### config.mk
export PLATFORM = sky130hd
export DESIGN_NAME = key_debounce_event_queue
export DESIGN_NICKNAME = d
export VERILOG_FILES = /design/src/sv/kdeq_pkg.sv /design/src/sv/kdeq_front.sv /design/src/sv/kdeq_opq.sv /design/src/sv/kdeq_back.sv /design/src/sv/key_debounce_event_queue.sv
export SDC_FILE = /design/constraint.sdc
export NUM_CORES = 1
export LEC_CHECK = 0
export BUFFER_PORTS_ARGS = -buffer_cell sky130_fd_sc_hd__buf_2
export CORE_ASPECT_RATIO = 1.25
export CORE_MARGIN = 4
export CORE_UTILIZATION = 59
export CTS_CLUSTER_DIAMETER = 50
export CTS_CLUSTER_SIZE = 8
export DETAILED_ROUTE_END_ITERATION = 8
export GPL_ROUTABILITY_DRIVEN = 1
export PLACE_DENSITY_LB_ADDON = 0.12
export SLEW_MARGIN = 20
export SYNTH_ARGS = -nofsm -noshare
export SYNTH_HDL_FRONTEND = slang
export SYNTH_SLANG_ARGS = --single-unit
### constraint.sdc
create_clock -name clk -period 4.23 [get_ports clk]
set_input_delay 0.846 -clock clk [delete_from_list [all_inputs] [get_ports clk]]
set_output_delay 0.846 -clock clk [all_outputs]
set_load 0.01 [all_outputs]
### src/sv/kdeq_pkg.sv
// ----------------------------------------------------------------------------
// kdeq_pkg
// Shared constants, register indexes and types for the key debounce event
// queue.
// ----------------------------------------------------------------------------
package kdeq_pkg;

	// event ring
	localparam int QUEUE_DEPTH = 16;
	localparam int PTR_W       = (QUEUE_DEPTH > 1) ? $clog2(QUEUE_DEPTH) : 1;

	// op queue between front and back
	localparam int OPQ_DEPTH = 2;
	localparam int OPQ_PTR_W = (OPQ_DEPTH > 1) ? $clog2(OPQ_DEPTH) : 1;
	localparam int OPQ_CNT_W = $clog2(OPQ_DEPTH + 1);

	// result queue
	localparam int OUTQ_DEPTH = 4;
	localparam int OUTQ_PTR_W = (OUTQ_DEPTH > 1) ? $clog2(OUTQ_DEPTH) : 1;
	localparam int OUTQ_CNT_W = $clog2(OUTQ_DEPTH + 1);

	localparam int CODE_W    = 8;
	localparam int CFG_IDX_W = 3;
	localparam int CFG_DAT_W = 16;

	// register indexes
	localparam logic [CFG_IDX_W-1:0] REG_FILTER_TIME  = 3'd0;
	localparam logic [CFG_IDX_W-1:0] REG_LONG_TIME    = 3'd1;
	localparam logic [CFG_IDX_W-1:0] REG_REPEAT_SPEED = 3'd2;
	localparam logic [CFG_IDX_W-1:0] REG_CODE_DOWN    = 3'd3;
	localparam logic [CFG_IDX_W-1:0] REG_CODE_UP      = 3'd4;
	localparam logic [CFG_IDX_W-1:0] REG_CODE_LONG    = 3'd5;

	// item commands
	localparam logic CMD_TICK = 1'b0;
	localparam logic CMD_POP  = 1'b1;

	// register reset values
	localparam logic [7:0]  FILTER_TIME_RST  = 8'd5;
	localparam logic [15:0] LONG_TIME_RST    = 16'd100;
	localparam logic [7:0]  REPEAT_SPEED_RST = 8'd0;
	localparam logic [7:0]  CODE_DOWN_RST    = 8'd1;
	localparam logic [7:0]  CODE_UP_RST      = 8'd2;
	localparam logic [7:0]  CODE_LONG_RST    = 8'd3;
	localparam logic [8:0]  FILTER_COUNT_RST = 9'(FILTER_TIME_RST / 2);

	typedef logic [PTR_W-1:0] ptr_t;

	// one classified item, as handed from front to back
	typedef struct packed {
		logic              is_pop;
		logic              hit;      // pop finds a queued code
		ptr_t              rd_addr;
		logic [1:0]        wr_cnt;   // ring writes, 0..2
		ptr_t              wr_addr0;
		ptr_t              wr_addr1;
		logic [CODE_W-1:0] code0;
		logic [CODE_W-1:0] code1;
		logic              held;
	} op_t;

	typedef struct packed {
		logic [CODE_W-1:0] code;
		logic              held;
	} res_t;

	typedef struct packed {
		logic [OUTQ_CNT_W-1:0] out_cnt;
		logic                  valid_s2;
	} bk_status_t;

	function automatic ptr_t next_ptr(input ptr_t p);
		return (p == PTR_W'(QUEUE_DEPTH - 1)) ? '0 : ptr_t'(p + 1'b1);
	endfunction

endpackage

### src/sv/kdeq_front.sv
// ----------------------------------------------------------------------------
// kdeq_front
// Configuration registers, debounce / long press / repeat tracking and ring
// pointer bookkeeping. Turns each accepted item into one op for the back end.
// ----------------------------------------------------------------------------
module kdeq_front (
	input  logic                             clk,
	input  logic                             arst_n,
	input  logic                             cfg_we,
	input  logic [kdeq_pkg::CFG_IDX_W-1:0]   cfg_index,
	input  logic [kdeq_pkg::CFG_DAT_W-1:0]   cfg_data,
	input  logic                             accept,
	input  logic                             cmd,
	input  logic                             key_pressed,
	output kdeq_pkg::op_t                    op
);
	import kdeq_pkg::*;

	logic [7:0]  filter_time_q, repeat_speed_q;
	logic [15:0] long_time_q;
	logic [7:0]  code_down_q, code_up_q, code_long_q;

	logic [8:0]  fc_q, fc_n;
	logic        held_q, held_n;
	logic [15:0] lc_q, lc_n;
	logic [7:0]  rc_q, rc_n;
	ptr_t        rp_q, rp_n, wp_q, wp_n;

	logic [8:0]  ft9, ft2, rc_inc;
	logic [15:0] lc_inc;
	logic        push_down, push_2nd, hit;
	logic [7:0]  code_2nd;

	always_comb begin
		ft9    = {1'b0, filter_time_q};
		ft2    = {filter_time_q, 1'b0};
		rc_inc = {1'b0, rc_q} + 9'd1;
		lc_inc = lc_q + 16'd1;

		fc_n      = fc_q;
		held_n    = held_q;
		lc_n      = lc_q;
		rc_n      = rc_q;
		rp_n      = rp_q;
		push_down = 1'b0;
		push_2nd  = 1'b0;
		code_2nd  = code_down_q;
		hit       = 1'b0;

		if (cmd == CMD_POP) begin
			hit = (rp_q != wp_q);
			if (hit)
				rp_n = next_ptr(rp_q);
		end else if (key_pressed) begin
			if (fc_q < ft9) begin
				fc_n = ft9;
			end else if (fc_q < ft2) begin
				fc_n = fc_q + 9'd1;
			end else begin
				// stable pressed
				if (!held_q) begin
					held_n    = 1'b1;
					push_down = (code_down_q != '0);
				end
				if (long_time_q != '0) begin
					if (lc_q < long_time_q) begin
						lc_n = lc_inc;
						if (lc_inc == long_time_q && code_long_q != '0) begin
							push_2nd = 1'b1;
							code_2nd = code_long_q;
						end
					end else if (repeat_speed_q != '0) begin
						// repeat code goes out even when it is zero
						if (rc_inc >= {1'b0, repeat_speed_q}) begin
							rc_n     = '0;
							push_2nd = 1'b1;
							code_2nd = code_down_q;
						end else begin
							rc_n = rc_inc[7:0];
						end
					end
				end
			end
		end else begin
			if (fc_q > ft9) begin
				fc_n = ft9;
			end else if (fc_q != '0) begin
				fc_n = fc_q - 9'd1;
			end else if (held_q) begin
				held_n    = 1'b0;
				push_down = 1'b0;
				push_2nd  = (code_up_q != '0);
				code_2nd  = code_up_q;
			end
			lc_n = '0;
			rc_n = '0;
		end

		op          = '0;
		op.is_pop   = (cmd == CMD_POP);
		op.hit      = hit;
		op.rd_addr  = rp_q;
		op.wr_addr0 = wp_q;
		op.wr_addr1 = next_ptr(wp_q);
		op.held     = held_n;
		wp_n        = wp_q;
		if (push_down && push_2nd) begin
			op.wr_cnt = 2'd2;
			op.code0  = code_down_q;
			op.code1  = code_2nd;
			wp_n      = next_ptr(next_ptr(wp_q));
		end else if (push_down) begin
			op.wr_cnt = 2'd1;
			op.code0  = code_down_q;
			wp_n      = next_ptr(wp_q);
		end else if (push_2nd) begin
			op.wr_cnt = 2'd1;
			op.code0  = code_2nd;
			wp_n      = next_ptr(wp_q);
		end
	end

	always_ff @(posedge clk or negedge arst_n) begin
		if (!arst_n) begin
			filter_time_q  <= FILTER_TIME_RST;
			long_time_q    <= LONG_TIME_RST;
			repeat_speed_q <= REPEAT_SPEED_RST;
			code_down_q    <= CODE_DOWN_RST;
			code_up_q      <= CODE_UP_RST;
			code_long_q    <= CODE_LONG_RST;
		end else if (cfg_we) begin
			unique case (cfg_index)
				REG_FILTER_TIME:  filter_time_q  <= cfg_data[7:0];
				REG_LONG_TIME:    long_time_q    <= cfg_data[15:0];
				REG_REPEAT_SPEED: repeat_speed_q <= cfg_data[7:0];
				REG_CODE_DOWN:    code_down_q    <= cfg_data[7:0];
				REG_CODE_UP:      code_up_q      <= cfg_data[7:0];
				REG_CODE_LONG:    code_long_q    <= cfg_data[7:0];
				default: ;
			endcase
		end
	end

	always_ff @(posedge clk or negedge arst_n) begin
		if (!arst_n) begin
			fc_q   <= FILTER_COUNT_RST;
			held_q <= 1'b0;
			lc_q   <= '0;
			rc_q   <= '0;
			rp_q   <= '0;
			wp_q   <= '0;
		end else if (accept) begin
			fc_q   <= fc_n;
			held_q <= held_n;
			lc_q   <= lc_n;
			rc_q   <= rc_n;
			rp_q   <= rp_n;
			wp_q   <= wp_n;
		end
	end

endmodule

### src/sv/kdeq_opq.sv
// ----------------------------------------------------------------------------
// kdeq_opq
// Short queue of classified ops between the front and back ends.
// ----------------------------------------------------------------------------
module kdeq_opq (
	input  logic          clk,
	input  logic          arst_n,
	input  logic          wr_en,
	input  kdeq_pkg::op_t wr_data,
	output logic          full,
	output logic          valid,
	input  logic          rd_en,
	output kdeq_pkg::op_t rd_data
);
	import kdeq_pkg::*;

	op_t                  slot_q [OPQ_DEPTH];
	logic [OPQ_PTR_W-1:0] wr_ptr_q, rd_ptr_q;
	logic [OPQ_CNT_W-1:0] cnt_q;

	assign full    = (cnt_q == OPQ_CNT_W'(OPQ_DEPTH));
	assign valid   = (cnt_q != '0);
	assign rd_data = slot_q[rd_ptr_q];

	function automatic logic [OPQ_PTR_W-1:0] bump(input logic [OPQ_PTR_W-1:0] p);
		return (p == OPQ_PTR_W'(OPQ_DEPTH - 1)) ? '0 : OPQ_PTR_W'(p + 1'b1);
	endfunction

	always_ff @(posedge clk) begin
		if (wr_en)
			slot_q[wr_ptr_q] <= wr_data;
	end

	always_ff @(posedge clk or negedge arst_n) begin
		if (!arst_n) begin
			wr_ptr_q <= '0;
			rd_ptr_q <= '0;
			cnt_q    <= '0;
		end else begin
			if (wr_en)
				wr_ptr_q <= bump(wr_ptr_q);
			if (rd_en)
				rd_ptr_q <= bump(rd_ptr_q);
			case ({wr_en, rd_en})
				2'b10:   cnt_q <= cnt_q + 1'b1;
				2'b01:   cnt_q <= cnt_q - 1'b1;
				default: ;
			endcase
		end
	end

endmodule

### src/sv/kdeq_back.sv
// ----------------------------------------------------------------------------
// kdeq_back
// Event ring memory and result queue. Carries out the ring writes and reads
// of each op in order and queues one result per op.
// ----------------------------------------------------------------------------
module kdeq_back (
	input  logic                 clk,
	input  logic                 arst_n,
	input  logic                 op_valid,
	input  kdeq_pkg::op_t        op,
	output logic                 op_rd,
	input  logic                 pop,
	output logic                 empty,
	output kdeq_pkg::res_t       res,
	output kdeq_pkg::bk_status_t status
);
	import kdeq_pkg::*;

	logic [CODE_W-1:0] ring [QUEUE_DEPTH];

	logic                  phase_q;
	logic                  split, first_wr, fin, credit;
	logic                  mem_we, mem_re;
	ptr_t                  mem_wa;
	logic [CODE_W-1:0]     mem_wd;
	logic [OUTQ_CNT_W:0]   used;

	logic                  valid_s2, hit_s2, held_s2;
	logic [CODE_W-1:0]     rdata_s2;

	res_t                  outq_q [OUTQ_DEPTH];
	logic [OUTQ_PTR_W-1:0] owr_q, ord_q;
	logic [OUTQ_CNT_W-1:0] ocnt_q;
	logic                  out_pop;
	res_t                  out_wd;

	// conservative: a result in flight always has a free slot
	assign used   = {1'b0, ocnt_q} + {{OUTQ_CNT_W{1'b0}}, valid_s2};
	assign credit = (used < (OUTQ_CNT_W + 1)'(OUTQ_DEPTH));

	// an item with two ring writes does the first one alone, before it finishes
	assign split    = (op.wr_cnt == 2'd2) && !phase_q;
	assign first_wr = op_valid && split;
	assign fin      = op_valid && !split && credit;
	assign op_rd    = fin;

	assign mem_we = first_wr || (fin && op.wr_cnt != 2'd0);
	assign mem_wa = phase_q ? op.wr_addr1 : op.wr_addr0;
	assign mem_wd = phase_q ? op.code1 : op.code0;
	assign mem_re = fin && op.is_pop && op.hit;

	always_ff @(posedge clk) begin
		if (mem_we)
			ring[mem_wa] <= mem_wd;
	end

	always_ff @(posedge clk) begin
		if (mem_re)
			rdata_s2 <= ring[op.rd_addr];
	end

	always_ff @(posedge clk) begin
		if (fin) begin
			hit_s2  <= op.is_pop && op.hit;
			held_s2 <= op.held;
		end
	end

	always_ff @(posedge clk or negedge arst_n) begin
		if (!arst_n) begin
			phase_q  <= 1'b0;
			valid_s2 <= 1'b0;
		end else begin
			if (first_wr)
				phase_q <= 1'b1;
			else if (fin)
				phase_q <= 1'b0;
			valid_s2 <= fin;
		end
	end

	// result queue
	assign out_wd.code = hit_s2 ? rdata_s2 : '0;
	assign out_wd.held = held_s2;
	assign empty       = (ocnt_q == '0);
	assign out_pop     = pop && !empty;
	assign res         = outq_q[ord_q];

	function automatic logic [OUTQ_PTR_W-1:0] bump(input logic [OUTQ_PTR_W-1:0] p);
		return (p == OUTQ_PTR_W'(OUTQ_DEPTH - 1)) ? '0 : OUTQ_PTR_W'(p + 1'b1);
	endfunction

	always_ff @(posedge clk) begin
		if (valid_s2)
			outq_q[owr_q] <= out_wd;
	end

	always_ff @(posedge clk or negedge arst_n) begin
		if (!arst_n) begin
			owr_q  <= '0;
			ord_q  <= '0;
			ocnt_q <= '0;
		end else begin
			if (valid_s2)
				owr_q <= bump(owr_q);
			if (out_pop)
				ord_q <= bump(ord_q);
			case ({valid_s2, out_pop})
				2'b10:   ocnt_q <= ocnt_q + 1'b1;
				2'b01:   ocnt_q <= ocnt_q - 1'b1;
				default: ;
			endcase
		end
	end

	assign status.out_cnt  = ocnt_q;
	assign status.valid_s2 = valid_s2;

endmodule

### src/sv/key_debounce_event_queue.sv
// ----------------------------------------------------------------------------
// key_debounce_event_queue
// Key debounce with long press and auto repeat, feeding a ring of event codes.
// ----------------------------------------------------------------------------
// Each item is a tick (cmd 0, one raw key sample) or a pop (cmd 1) and yields
// exactly one result: the popped code (0 on a tick or from an empty ring) and
// the debounced key state after the item. Items are taken one per cycle unless
// full is high; the front end updates all debounce counters and ring pointers
// in the cycle of acceptance. The back end has a single write port on the
// event ring, so the rare tick that queues two codes at once (press and long
// code together) needs two writes, which can back up the op queue and hold off
// the input. A result passes through the op queue, the ring read register and
// the result queue to the output. The ring overwrites without a full check:
// after sixteen unread codes it reads empty. Configure only while idle.
// ----------------------------------------------------------------------------
module key_debounce_event_queue (
	input  logic                           clk,
	input  logic                           arst_n,
	input  logic                           cfg_we,
	input  logic [kdeq_pkg::CFG_IDX_W-1:0] cfg_index,
	input  logic [kdeq_pkg::CFG_DAT_W-1:0] cfg_data,
	input  logic                           push,
	output logic                           full,
	input  logic                           cmd,
	input  logic                           key_pressed,
	output logic                           empty,
	input  logic                           pop,
	output logic [kdeq_pkg::CODE_W-1:0]    event_code,
	output logic                           debounced_state
);
	import kdeq_pkg::*;

	logic       accept;
	op_t        op_in, op_out;
	logic       opq_full, opq_valid, opq_rd;
	res_t       res;
	bk_status_t bk_status;

	assign accept = push && !opq_full;
	assign full   = opq_full;

	kdeq_front u_front (
		.clk         (clk),
		.arst_n      (arst_n),
		.cfg_we      (cfg_we),
		.cfg_index   (cfg_index),
		.cfg_data    (cfg_data),
		.accept      (accept),
		.cmd         (cmd),
		.key_pressed (key_pressed),
		.op          (op_in)
	);

	kdeq_opq u_opq (
		.clk     (clk),
		.arst_n  (arst_n),
		.wr_en   (accept),
		.wr_data (op_in),
		.full    (opq_full),
		.valid   (opq_valid),
		.rd_en   (opq_rd),
		.rd_data (op_out)
	);

	kdeq_back u_back (
		.clk      (clk),
		.arst_n   (arst_n),
		.op_valid (opq_valid),
		.op       (op_out),
		.op_rd    (opq_rd),
		.pop      (pop),
		.empty    (empty),
		.res      (res),
		.status   (bk_status)
	);

	assign event_code      = res.code;
	assign debounced_state = res.held;

`ifndef SYNTH
	// result queue never overruns
	a_outq_bound: assert property (@(posedge clk) disable iff (!arst_n)
		bk_status.out_cnt <= OUTQ_CNT_W'(OUTQ_DEPTH))
		else $error("result queue overrun");

	// a full result queue blocks new results in flight
	a_outq_credit: assert property (@(posedge clk) disable iff (!arst_n)
		(bk_status.out_cnt == OUTQ_CNT_W'(OUTQ_DEPTH)) |-> !bk_status.valid_s2)
		else $error("result written into full queue");

	// an accepted item is waiting in the op queue on the next cycle
	a_op_queued: assert property (@(posedge clk) disable iff (!arst_n)
		accept |=> opq_valid)
		else $error("accepted item lost before back end");
`endif

endmodule

==> results.json <==
{
  "status": "finished clean",
  "fin_tns_setup_ps": 0,
  "dr.pass1.iters": 5,
  "root_buffer": "clkbuf_16",
  "track_usage_pct": 23.7,
  "syn_area_mm2": 0.0165,
  "setup.worst_path.class": "register to register",
  "slew_headroom_pct": 45.2,
  "wl_per_cell_um": 21.1,
  "grt_pass1_wl_um": 56800,
  "num_vias": 10239,
  "rows": 68,
  "die-area_mm2": 0.0308,
  "dieHeight_um": 195,
  "fmax_mhz": 262,
  "fin_crit_sh_pct": 90.2,
  "ctsHtreeMaxLevel": 2,
  "num-fill-cells": 1943,
  "maxCapViolCount": 0,
  "drcViolationCount": 0,
  "final_cells": 1697,
  "setup_ws_ps": 413,
  "cts.path.max_buffers": 3,
  "synth_seq_area_share_pct": 60.5,
  "via_per_inst": 6.03,
  "rsz0062_at_grt": "no",
  "final_cell_mix": "edfxtp_1, nand2_1, dfrtp_1",
  "syn_inst": 1232,
  "portBuffers": 36,
  "min_path_type": "input port to async pin",
  "place_congestion": 0.894,
  "cp.required_ps": 4500,
  "die-width_um": 158,
  "overflow": 0,
  "hold_buffers": 0,
  "ir_drop_v": 0.000413,
  "first_iter_violations": 678,
  "cts_tree": "built",
  "finalHoldViolCount": 0,
  "ys_warn_count": 0,
  "synth_edf_count": 240,
  "skew_ps": 15.2,
  "setup_viol": 0,
  "slew_viol_final": 0,
  "cts_sinks": 351,
  "fin_crit_ps": 3820,
  "syn_area_per_cell_um2": 13.4,
  "ys_types": 73,
  "critPathArrivalTime_ps": 4080,
  "grt_max_degree": 58,
  "cp_max_fo": 10,
  "area_delta_synth_final_pct": 13.5,
  "antenna_found_initial": 0,
  "numCtsBuffers": 50,
  "synthArstFlopShare_pct": 31.6,
  "post-place-ws_ps": 485,
  "post_cts_resized": 0,
  "startpoint_type": "register",
  "coreArea_mm2": 0.0277,
  "clk_pin_slew_worst_paths_ps": 50,
  "diodes": 0,
  "end_kind": "register",
  "worstSkewPairLatency_ps": 550,
  "synth_ff_type": "edfxtp_1",
  "ys_ff_latch": 351,
  "power_leakage_nw": 6.92,
  "worstMarginPinSlew_ps": 819,
  "ant_nets": 0,
  "grt_pass1_vias": 10409,
  "routed_wl_um": 35700,
  "num_io_pins": 37,
  "synth_nets": 1314,
  "hpwl_um": 24600,
  "place_inst": 1603,
  "power_mw": 13.3,
  "p_per_area_mw_per_mm2": 710,
  "post_cts_buffers": 0,
  "final_common_cell": "edfxtp_1",
  "nNetsFinal": 1387,
  "initial_utilization_pct": 59.8,
  "drive_gt1_share_pct": 18.9
}
[final timing paths]
check / startpoint / to / slack (ps) / depth (start not counted)
setup / recovery: u_front.rc_q[2] / u_opq.slot_q[0][12] / 410 / 15
hold / removal: arst_n / u_back.ord_q[0] / 370 / 1
setup reg to reg: u_front.rc_q[2] / u_opq.slot_q[0][12] / 410 / 15
hold reg to reg: u_back.ocnt_q[2] / u_back.ocnt_q[2] / 490 / 1
max in group asynchronous: arst_n / u_front.filter_time_q[2] / 3040 / 2
min in group clk: u_back.ocnt_q[2] / u_back.ocnt_q[2] / 490 / 1
[stage by stage]
stage | hold slack [ps] | cell area, um2 | util, %
after floorplan | 440 | 16500 | -
after global placement | 498 | 17300 | 62.4
after detailed placement | 488 | 17300 | 62.4
after CTS | 378 | 18700 | 67.8
after global routing | 394 | 18700 | 67.8
final | 370 | 18700 | 67.8
[synthesized netlist by cell type, types with 4 or more instances]
cell type	instances	area share [%]
edfxtp_1	240	44
dfrtp_1	101	15
nand2_1	101	2.3
o21ai_0	92	2.8
nor2_1	66	1.5
ha_1	55	4.2
inv_1	55	1.2
mux4_2	53	7.2
clkbuf_1	36	0.82
a21oi_1	35	1.1
mux2_2	34	2.3
nand3_1	32	0.97
xnor2_1	31	1.6
nor3_1	20	0.61
nor4_1	20	0.76
nand2b_1	19	0.72
and2_1	18	0.68
a211oi_1	16	0.73
xor2_1	16	0.85
a22o_1	14	0.74
mux2i_1	13	0.79
nand4_1	11	0.42
nor2b_1	11	0.42
dfstp_2	10	1.6
o211ai_1	10	0.45
o21ai_1	8	0.24
and3_1	7	0.27
or2_2	7	0.27
buf_2	6	0.18
o221ai_2	6	0.55
a21o_1	5	0.23
buf_1	5	0.11
o22ai_1	5	0.19
o31ai_1	5	0.23
or3_1	5	0.19
and4_1	4	0.21
o21a_1	4	0.18
[report_power, final]
part | internal, mW | switching (mW)
clock | 2.28 | 1.39
sequential | 4.84 | 0.648
combinational | 1.74 | 2.40
total | 8.87 | 4.44
[critical path, stage by stage, from the launching register on]
cell and delay [ps]:
dfrtp_1 430, and3_1 210, and3_1 230, xor2_1 160
ha_1 300, a21o_1 170, a21o_1 170, a221oi_1 280
o31a_1 320, nor3_1 100, o21ai_1 180, inv_1 60
ha_1 280, or2_0 420, nand2_1 140, o211ai_1 110
[flip-flops by register name, summed over array words and instances (netlist names), 2 cells and up]
register                cells
u_back.ring               128
u_opq.slot_q               66
u_back.outq_q              36
u_front.lc_q               16
u_front.long_time_q        16
u_front.fc_q                9
u_back.rdata_s2             8
u_front.code_down_q         8
u_front.code_long_q         8
u_front.code_up_q           8
u_front.filter_time_q       8
u_front.rc_q                8
u_front.repeat_speed_q      8
u_front.rp_q                4
u_front.wp_q                4
u_back.ocnt_q               3
u_back.ord_q                2
u_back.owr_q                2
u_opq.cnt_q                 2
[layer usage]
layer,vias up,part of all wire [%],GRT usage (%)
li1,4841,-,-
met1,5038,38,28.2
met2,269,54,43.2
met3,91,3.9,3.37
met4,0,3.9,8.99
met5,-,0,0
[logic make-up (layout without fill, tap and decap cells)]
logic type / Yosys count / count (layout) / share of synthesized area, %
flip-flops: 351 / 351 / 60.5
AND/OR/NAND/NOR: 341 / 341 / 10.5
AO/OA/AOI/OAI: 234 / 234 / 9.47
buffers and inverters: 103 / 218 / 2.43
multiplexers: 100 / 100 / 10.3
adder cells (fa/ha/maj): 56 / 56 / 4.29
XOR/XNOR: 47 / 47 / 2.49
[cell type report]
| class | count | area [um2] | area share (%) |
|---|---|---|---|
| Clock buffer | 91 | 1450 | 7.72 |
| Clock inverter | 3 | 36.3 | 0.194 |
| Inverter | 55 | 206 | 1.10 |
| Multi-Input combinational cell | 778 | 6170 | 32.9 |
| Sequential cell | 351 | 10000 | 53.3 |
| Tap cell | 350 | 438 | 2.34 |
| Timing Repair Buffer | 69 | 455 | 2.43 |
(Power assumes the default switching activity.)
